==> src/rtl/bdws_pkg.sv <==
// Package for the bounded deque with search: widths, operation and status codes,
// controller state type. Used by every file of the block but the macro header.
`timescale 1ns / 1ps

package bdws_pkg;

	localparam int DEPTH_DEF = 64;
	localparam int WORD_W    = 32;
	localparam int POS_W     = 6;
	localparam int LEN_W     = 7;

	typedef enum logic [1:0] {
		OP_PUSH_FRONT = 2'd0,
		OP_POP_FRONT  = 2'd1,
		OP_POP_BACK   = 2'd2,
		OP_SEARCH     = 2'd3
	} op_t;

	typedef enum logic [1:0] {
		STS_DONE  = 2'd0,
		STS_EMPTY = 2'd1,
		STS_FULL  = 2'd2
	} status_t;

	typedef enum logic [1:0] {
		ST_IDLE,
		ST_EXEC,
		ST_SCAN,
		ST_RESP
	} state_t;

endpackage

==> src/rtl/bdws_in_if.sv <==
// Request channel of the deque: valid/ready with operation and word.
// Depends on bdws_pkg.
`timescale 1ns / 1ps

interface bdws_in_if import bdws_pkg::*; ();
	logic                     valid;
	logic                     ready;
	op_t                      op;
	logic signed [WORD_W-1:0] value;

	modport source (output valid, output op, output value, input ready);
	modport sink (input valid, input op, input value, output ready);
endinterface

==> src/rtl/bdws_out_if.sv <==
// Response channel of the deque: valid/ready with status, search result, length.
// Depends on bdws_pkg.
`timescale 1ns / 1ps

interface bdws_out_if import bdws_pkg::*; ();
	logic             valid;
	logic             ready;
	status_t          status;
	logic             found;
	logic [POS_W-1:0] position;
	logic [LEN_W-1:0] length;

	modport source (output valid, output status, output found, output position,
		output length, input ready);
	modport sink (input valid, input status, input found, input position,
		input length, output ready);
endinterface

==> src/rtl/bdws_mem.sv <==
// Entry store of the deque: one write port, one read port, registered read data.
// Depends on bdws_pkg for the word width.
`timescale 1ns / 1ps

module bdws_mem import bdws_pkg::*; #(
	parameter int DEPTH = DEPTH_DEF,
	parameter int IDX_W = (DEPTH > 1) ? $clog2(DEPTH) : 1
) (
	input  logic              clk,
	input  logic              wr_en,
	input  logic [IDX_W-1:0]  wr_addr,
	input  logic [WORD_W-1:0] wr_data,
	input  logic [IDX_W-1:0]  rd_addr,
	output logic [WORD_W-1:0] rd_data
);

	logic [WORD_W-1:0] mem [DEPTH];

	always_ff @(posedge clk) begin
		if (wr_en) begin
			mem[wr_addr] <= wr_data;
		end
	end

	always_ff @(posedge clk) begin
		rd_data <= mem[rd_addr];
	end

endmodule

==> src/rtl/bounded_deque_with_search_top.sv <==
// Bounded deque with linear search, entries held in a single-port-read memory.
// Each item is captured, executed, and its result passed from ST_RESP to the output
// register once that is free; a search first scans from the front, one read of the
// store per cycle, up to the first match or the last entry held. A new item is taken
// only once the result of the last one has been loaded into the output register.
// Reset clears pointers, occupancy and handshakes; the store itself is not cleared.
`timescale 1ns / 1ps

module bounded_deque_with_search_top import bdws_pkg::*; #(
	parameter int DEPTH = DEPTH_DEF
) (
	input  logic        clk,
	input  logic        arst_n,
	bdws_in_if.sink     req,
	bdws_out_if.source  rsp
);

	// Slot index and occupancy widths follow from the depth
	localparam int IDX_W     = (DEPTH > 1) ? $clog2(DEPTH) : 1;
	localparam int CNT_W     = $clog2(DEPTH + 1);
	localparam int POS_EXT_W = (IDX_W > POS_W) ? IDX_W : POS_W;
	localparam int LEN_EXT_W = (CNT_W > LEN_W) ? CNT_W : LEN_W;
	localparam logic [IDX_W-1:0] LAST_SLOT = IDX_W'(DEPTH - 1);
	localparam logic [CNT_W-1:0] FULL_CNT  = CNT_W'(DEPTH);

	state_t state_q, state_d;

	// Captured item
	op_t               op_q;
	logic [WORD_W-1:0] key_q;

	// Sequence bookkeeping
	logic [IDX_W-1:0] front_q, front_d;
	logic [CNT_W-1:0] occ_q, occ_d;

	// Scan position: slot read last cycle and its index from the front
	logic [IDX_W-1:0] slot_q, slot_d;
	logic [IDX_W-1:0] idx_q, idx_d;

	// Finished result, held until the output register is free
	status_t          res_status_q, res_status_d;
	logic             res_found_q, res_found_d;
	logic [IDX_W-1:0] res_pos_q, res_pos_d;
	logic             res_load;

	// Output register
	logic             rsp_valid_q;
	status_t          rsp_status_q;
	logic             rsp_found_q;
	logic [POS_W-1:0] rsp_position_q;
	logic [LEN_W-1:0] rsp_length_q;

	logic out_free;
	logic out_load;
	logic cap_en;

	// Memory access
	logic              wr_en;
	logic [IDX_W-1:0]  wr_addr;
	logic [IDX_W-1:0]  rd_addr;
	logic [WORD_W-1:0] rd_data;

	logic [IDX_W-1:0] front_dec;
	logic [IDX_W-1:0] front_inc;
	logic [IDX_W-1:0] slot_inc;
	logic             seq_full;
	logic             seq_empty;
	logic             scan_last;

	logic [POS_EXT_W-1:0] pos_ext;
	logic [LEN_EXT_W-1:0] len_ext;

	bdws_mem #(
		.DEPTH (DEPTH),
		.IDX_W (IDX_W)
	) u_mem (
		.clk     (clk),
		.wr_en   (wr_en),
		.wr_addr (wr_addr),
		.wr_data (key_q),
		.rd_addr (rd_addr),
		.rd_data (rd_data)
	);

	// Circular slot arithmetic without a divider: wrap by compare
	assign front_dec = (front_q == '0) ? LAST_SLOT : front_q - 1'b1;
	assign front_inc = (front_q == LAST_SLOT) ? '0 : front_q + 1'b1;
	assign slot_inc  = (slot_q == LAST_SLOT) ? '0 : slot_q + 1'b1;
	assign seq_full  = (occ_q == FULL_CNT);
	assign seq_empty = (occ_q == '0);
	// The entry now on the read port is the last one held
	assign scan_last = ((CNT_W'(idx_q) + CNT_W'(1)) == occ_q);

	assign out_free  = !rsp_valid_q || rsp.ready;
	assign req.ready = (state_q == ST_IDLE);

	always_ff @(posedge clk or negedge arst_n) begin
		if (!arst_n) begin
			state_q <= ST_IDLE;
			front_q <= '0;
			occ_q   <= '0;
		end else begin
			state_q <= state_d;
			front_q <= front_d;
			occ_q   <= occ_d;
		end
	end

	// Next state, store updates and scan control
	always_comb begin
		state_d      = state_q;
		front_d      = front_q;
		occ_d        = occ_q;
		slot_d       = slot_q;
		idx_d        = idx_q;
		res_load     = 1'b0;
		res_status_d = STS_DONE;
		res_found_d  = 1'b0;
		res_pos_d    = '0;
		out_load     = 1'b0;
		cap_en       = 1'b0;
		wr_en        = 1'b0;
		wr_addr      = front_dec;
		rd_addr      = slot_inc;

		case (state_q)
			ST_IDLE: begin
				if (req.valid) begin
					cap_en  = 1'b1;
					state_d = ST_EXEC;
				end
			end
			ST_EXEC: begin
				res_load = 1'b1;
				state_d  = ST_RESP;
				case (op_q)
					OP_PUSH_FRONT: begin
						if (seq_full) begin
							res_status_d = STS_FULL;
						end else begin
							wr_en   = 1'b1;
							front_d = front_dec;
							occ_d   = occ_q + 1'b1;
						end
					end
					OP_POP_FRONT: begin
						if (seq_empty) begin
							res_status_d = STS_EMPTY;
						end else begin
							front_d = front_inc;
							occ_d   = occ_q - 1'b1;
						end
					end
					OP_POP_BACK: begin
						if (seq_empty) begin
							res_status_d = STS_EMPTY;
						end else begin
							occ_d = occ_q - 1'b1;
						end
					end
					default: begin
						// Search: start reading at the front unless nothing is held
						if (!seq_empty) begin
							res_load = 1'b0;
							rd_addr  = front_q;
							slot_d   = front_q;
							idx_d    = '0;
							state_d  = ST_SCAN;
						end
					end
				endcase
			end
			ST_SCAN: begin
				if (rd_data == key_q) begin
					res_load    = 1'b1;
					res_found_d = 1'b1;
					res_pos_d   = idx_q;
					state_d     = ST_RESP;
				end else if (scan_last) begin
					res_load = 1'b1;
					state_d  = ST_RESP;
				end else begin
					// Advance: issue the next slot while this one is compared
					rd_addr = slot_inc;
					slot_d  = slot_inc;
					idx_d   = idx_q + 1'b1;
				end
			end
			ST_RESP: begin
				if (out_free) begin
					out_load = 1'b1;
					state_d  = ST_IDLE;
				end
			end
			default: begin
				state_d = ST_IDLE;
			end
		endcase
	end

	// Payload registers: item capture, scan position, pending result
	always_ff @(posedge clk) begin
		if (cap_en) begin
			op_q  <= req.op;
			key_q <= req.value;
		end
		slot_q <= slot_d;
		idx_q  <= idx_d;
		if (res_load) begin
			res_status_q <= res_status_d;
			res_found_q  <= res_found_d;
			res_pos_q    <= res_pos_d;
		end
	end

	// Position and length leave masked to the port widths
	assign pos_ext = POS_EXT_W'(res_pos_q);
	assign len_ext = LEN_EXT_W'(occ_q);

	always_ff @(posedge clk or negedge arst_n) begin
		if (!arst_n) begin
			rsp_valid_q <= 1'b0;
		end else if (out_load) begin
			rsp_valid_q <= 1'b1;
		end else if (rsp.ready) begin
			rsp_valid_q <= 1'b0;
		end
	end

	always_ff @(posedge clk) begin
		if (out_load) begin
			rsp_status_q   <= res_status_q;
			rsp_found_q    <= res_found_q;
			rsp_position_q <= pos_ext[POS_W-1:0];
			rsp_length_q   <= len_ext[LEN_W-1:0];
		end
	end

	assign rsp.valid    = rsp_valid_q;
	assign rsp.status   = rsp_status_q;
	assign rsp.found    = rsp_found_q;
	assign rsp.position = rsp_position_q;
	assign rsp.length   = rsp_length_q;

endmodule

==> src/flat_wrapper.sv <==
// flat-port wrapper written by rule: the top's interface ports become plain ports
module bounded_deque_with_search_top_flat import bdws_pkg::*;
#(
	parameter int DEPTH = DEPTH_DEF
)
  (clk, arst_n, req_valid, req_op, req_value, req_ready, rsp_valid, rsp_status, rsp_found, rsp_position, rsp_length, rsp_ready);
  bdws_in_if req_i ();
  bdws_out_if rsp_i ();
  input  logic clk;
  input  logic arst_n;
  input wire logic [$bits(req_i.valid)-1:0] req_valid;
  input wire logic [$bits(req_i.op)-1:0] req_op;
  input wire logic [$bits(req_i.value)-1:0] req_value;
  output wire logic [$bits(req_i.ready)-1:0] req_ready;
  output wire logic [$bits(rsp_i.valid)-1:0] rsp_valid;
  output wire logic [$bits(rsp_i.status)-1:0] rsp_status;
  output wire logic [$bits(rsp_i.found)-1:0] rsp_found;
  output wire logic [$bits(rsp_i.position)-1:0] rsp_position;
  output wire logic [$bits(rsp_i.length)-1:0] rsp_length;
  input wire logic [$bits(rsp_i.ready)-1:0] rsp_ready;
  assign req_i.valid = req_valid;
  assign req_i.op = req_op;
  assign req_i.value = req_value;
  assign req_ready = req_i.ready;
  assign rsp_valid = rsp_i.valid;
  assign rsp_status = rsp_i.status;
  assign rsp_found = rsp_i.found;
  assign rsp_position = rsp_i.position;
  assign rsp_length = rsp_i.length;
  assign rsp_i.ready = rsp_ready;
  bounded_deque_with_search_top #(.DEPTH(DEPTH)) u_core (.clk(clk), .arst_n(arst_n), .req(req_i), .rsp(rsp_i));
endmodule
==> config.mk <==
export PLATFORM = sky130hd
export DESIGN_NAME = bounded_deque_with_search_top_flat
export DESIGN_NICKNAME = d
export VERILOG_FILES = /design/src/rtl/bdws_pkg.sv /design/src/rtl/bdws_in_if.sv /design/src/rtl/bdws_out_if.sv /design/src/rtl/bdws_mem.sv /design/src/rtl/bounded_deque_with_search_top.sv /design/src/flat_wrapper.sv
export SDC_FILE = /design/constraint.sdc
export NUM_CORES = 2
export LEC_CHECK = 0
export ABC_AREA = 1
export BUFFER_PORTS_ARGS = -buffer_cell sky130_fd_sc_hd__buf_2
export CORE_UTILIZATION = 55
export DETAILED_ROUTE_END_ITERATION = 10
export PLACE_DENSITY = 0.78
export SKIP_LAST_GASP = 1
export SLEW_MARGIN = 20
export SYNTH_ARGS = -nofsm -noshare
export SYNTH_HDL_FRONTEND = slang
export SYNTH_SLANG_ARGS = --single-unit
==> constraint.sdc <==
create_clock -name clk -period 6.67 [get_ports clk]
set_input_delay 0.3335 -clock clk [delete_from_list [all_inputs] [get_ports clk]]
set_output_delay 0.3335 -clock clk [all_outputs]
set_load 0.01 [all_outputs]
==> results.ini <==
[drt]
postRouteAntennaNets=0
first_iter_violations=11280
dr.pass1.iters=9
routed_wl_um=273000
avgViaCountPerCell=5.91
drc_errors=0
vias=67071
wl_per_cell_um=24.1

[synth]
syn_inst=8935
async_flop_share=0.00738
ys.flop_type=edfxtp_1
avgSynthCellArea_um2=10.6
synth_fp_nets=8992
synth_edf_count=2119
post-synth-top-area-cell=edfxtp_1
ys_seq_area_frac=0.685
synth.cell_area_um2=94400
synthTopCellsByArea=edfxtp_1 67%, nand3_1 11%, nand2_1 8.1%
yosys_warnings=0
ys_types=39
synth-seq-cells=2167
synth_top_cell_area_share=0.674

[timing]
grt_setup_unrepaired=no
finalCritPeriodShare=0.715
worst_pin_slew_ns=1.17
max-slew-margin-rel=0.221
setup_violations=0
tns_ns=0
fin_skew_ns=0.0537
timing.final.crit_period_ns=4.77
hold_viol=0
slew_viol_final=0
hold_slack_ns=0.174
fmaxAchievable_ghz=0.210

[clock_network]
clockBufferDepth=3
cts_hold_buf=38
cts_resized=0
numCtsBuffers=205
clock-root-buffer=clkbuf_16
insertion_delay_ns=0.87
cts_tree=done
cts.reportedPaths.clkPinSlew_ns=0.06
post-cts-setup-buffer-count=0
cts_sinks=2167
htreeDepth=4

[layout]
nets=9009
area_delta_synth_final_pct=10.4
fill_cells=12446
drive_gt1_frac=0.0667

[setup_path]
worstPathMaxFanout=94
critPathRequiredTime_ns=7.45
cp.arrival_ns=5.55
cp-start-kind=flop
criticalPathCategory=reg2reg
end_kind=flop

[floorplan]
core_um2=170000
die_w_um=416
std_cell_rows=151
die_area_um2=173000
io_pins=56
die_y_um=416
start_util=0.556

[global_routing]
grt_pass1_vias=65488
grt_max_degree=157
overflow=0
use_met2=0.476
met1_usage=0.400
antenna_found_initial=16
grt_usage=0.311
busiest_layer=met2
met3_usage=0.0864
grt_first_pass_wirelength_um=400000

[power_and_ir_drop]
power.density_nw_per_um2=250
leakage_uw=0.0430
irDropWorstVdd_mv=0.275

[placement]
portBuffers=55
hpwl_um=149000
place_congestion=0.933

[min_path]
hold_path.class=in2reg

[job]
cap_violations=0

[outcome]
status=finished clean

[critical path, cell delays in order (launching register included)]
cell,delay (ns)
dfrtp_1,0.45
inv_1,0.11
nand2_1,0.07
nor2_2,0.20
nand2_4,0.13
nand3_4,0.28
nand2_2,0.43
nand2_8,0.75
buf_4,0.66
buf_4,0.43
nand2_1,0.09
nand2_1,0.08
nand2_1,0.05
nand3_1,0.09
nand3_1,0.08
nand3_1,0.10
nand3_1,0.40
nand2_1,0.21
[registers in the layout, indices dropped and copies added (netlist names), 7 cells and up]
signal,flops
u_core.u_mem.rd_data,32
u_core.u_mem.mem,2048
u_core.len_ext,7
u_core.rsp.length,7
u_core.key_q,32
[final cells by class]
class	instances	area (um^2)	share of cell area
antenna	4	10.0	0.0000961
clock inverter	109	942	0.00904
timing repair buffer	280	2390	0.0230
clock buffer	268	5430	0.0521
sequential	2167	64700	0.621
multi-input combinational	4475	21100	0.203
tap	2218	2780	0.0266
inverter	1823	6860	0.0658
[power breakdown]
group               switching, uW  leakage (uW)  total [uW]  internal, uW
Clock                        5070       0.00309       11300          6200
Sequential     0.0000000000000242        0.0195       14700         14700
Combinational                8.95        0.0204        31.0          22.0
Total                        5080        0.0430       26000         20900
[kinds of logic (layout without fill, tap and decap cells)]
family,count (synthesis),in the layout,synth area share
simple gates,4356,4356,0.208
buf+inv,2293,2480,0.0968
flops,2167,2167,0.685
compound gates,52,52,0.00328
xor+xnor,47,47,0.00436
fa+ha+maj,19,19,0.00260
mux,1,1,0.000106
other cells,0,4,0
[layer usage]
metal  vias to the layer above  part of all wire  wire length (um)
met5                         -           0.00023                64
met4                        10             0.062             17000
met3                       933              0.15             41300
met2                      5275              0.45            122000
met1                     31607              0.34             92900
li1                      29246                 -                 -
[cell usage in the layout (no fill, tap or decap), types with 4 or more instances in the layout]
cell / synthesis / routed
nor3_1: 9 / 8
inv_6: 0 / 5
a21oi_1: 12 / 11
buf_4: 33 / 161
nor2_1: 114 / 50
nor2_4: 0 / 64
dfrtp_1: 16 / 16
clkinv_2: 0 / 31
inv_1: 1818 / 1817
clkinv_1: 0 / 46
inv_2: 5 / 4
nand3b_1: 162 / 162
xor2_1: 25 / 25
o22ai_1: 5 / 5
edfxtp_1: 2119 / 2119
o21ai_4: 2 / 6
clkinvlp_4: 0 / 6
nand2_1: 2041 / 2041
diode_2: 0 / 4
clkbuf_8: 0 / 4
ha_1: 18 / 18
clkbuf_1: 104 / 58
dfxtp_1: 32 / 32
nand4_1: 10 / 10
nand3_1: 2005 / 2005
xnor2_1: 22 / 22
o21ai_0: 24 / 23
dlygate4sd3_1: 0 / 38
bufinv_16: 0 / 12
buf_2: 301 / 55
clkinv_8: 0 / 4
clkbuf_16: 0 / 206
buf_12: 0 / 25
[synthesized netlist by cell type (all sizes together), types with 5 or more instances]
cell type / n
nor2: 116
o22ai: 5
ha: 18
clkbuf: 104
nand4: 11
buf: 366
edfxtp: 2119
nand2: 2048
a21oi: 12
o21ai: 29
xnor2: 22
dfxtp: 32
dfrtp: 16
nand3b: 162
nor3: 9
xor2: 25
inv: 1823
nand3: 2006
[stage by stage]
stage / cell area, um^2 / setup WS [ns] / power, uW / utilization / cells
after floorplan: 94400 / 3.14 / 15000 / - / 8935
after global placement: 97400 / 2.35 / 15000 / 0.573 / 10923
after detailed placement: 97400 / 2.24 / 15000 / 0.573 / 10923
after CTS: 104000 / 2.21 / 26000 / 0.613 / 11338
after global routing: 104000 / 1.83 / 26500 / 0.613 / 11341
final: 104000 / 1.90 / 26000 / 0.614 / 11344
[path summary, 6_finish.rpt]
| check | from | slack [ns] | depth (start not counted) | end |
|---|---|---|---|---|
| min | req_value[6] | 0.17 | 2 | u_core.key_q[6] |
| max | u_core.len_ext[1] | 1.90 | 17 | u_core.u_mem.rd_data[24] |
| max reg2reg | u_core.len_ext[1] | 1.90 | 17 | u_core.u_mem.rd_data[24] |
| min in group asynchronous | arst_n | 0.69 | 3 | u_core.rsp.valid |
| max in group asynchronous | arst_n | 5.44 | 3 | u_core.front_q[5] |
| min reg2reg | u_core.pos_ext[0] | 0.42 | 0 | u_core.rsp.position[0] |
(Power assumes the default switching activity.)
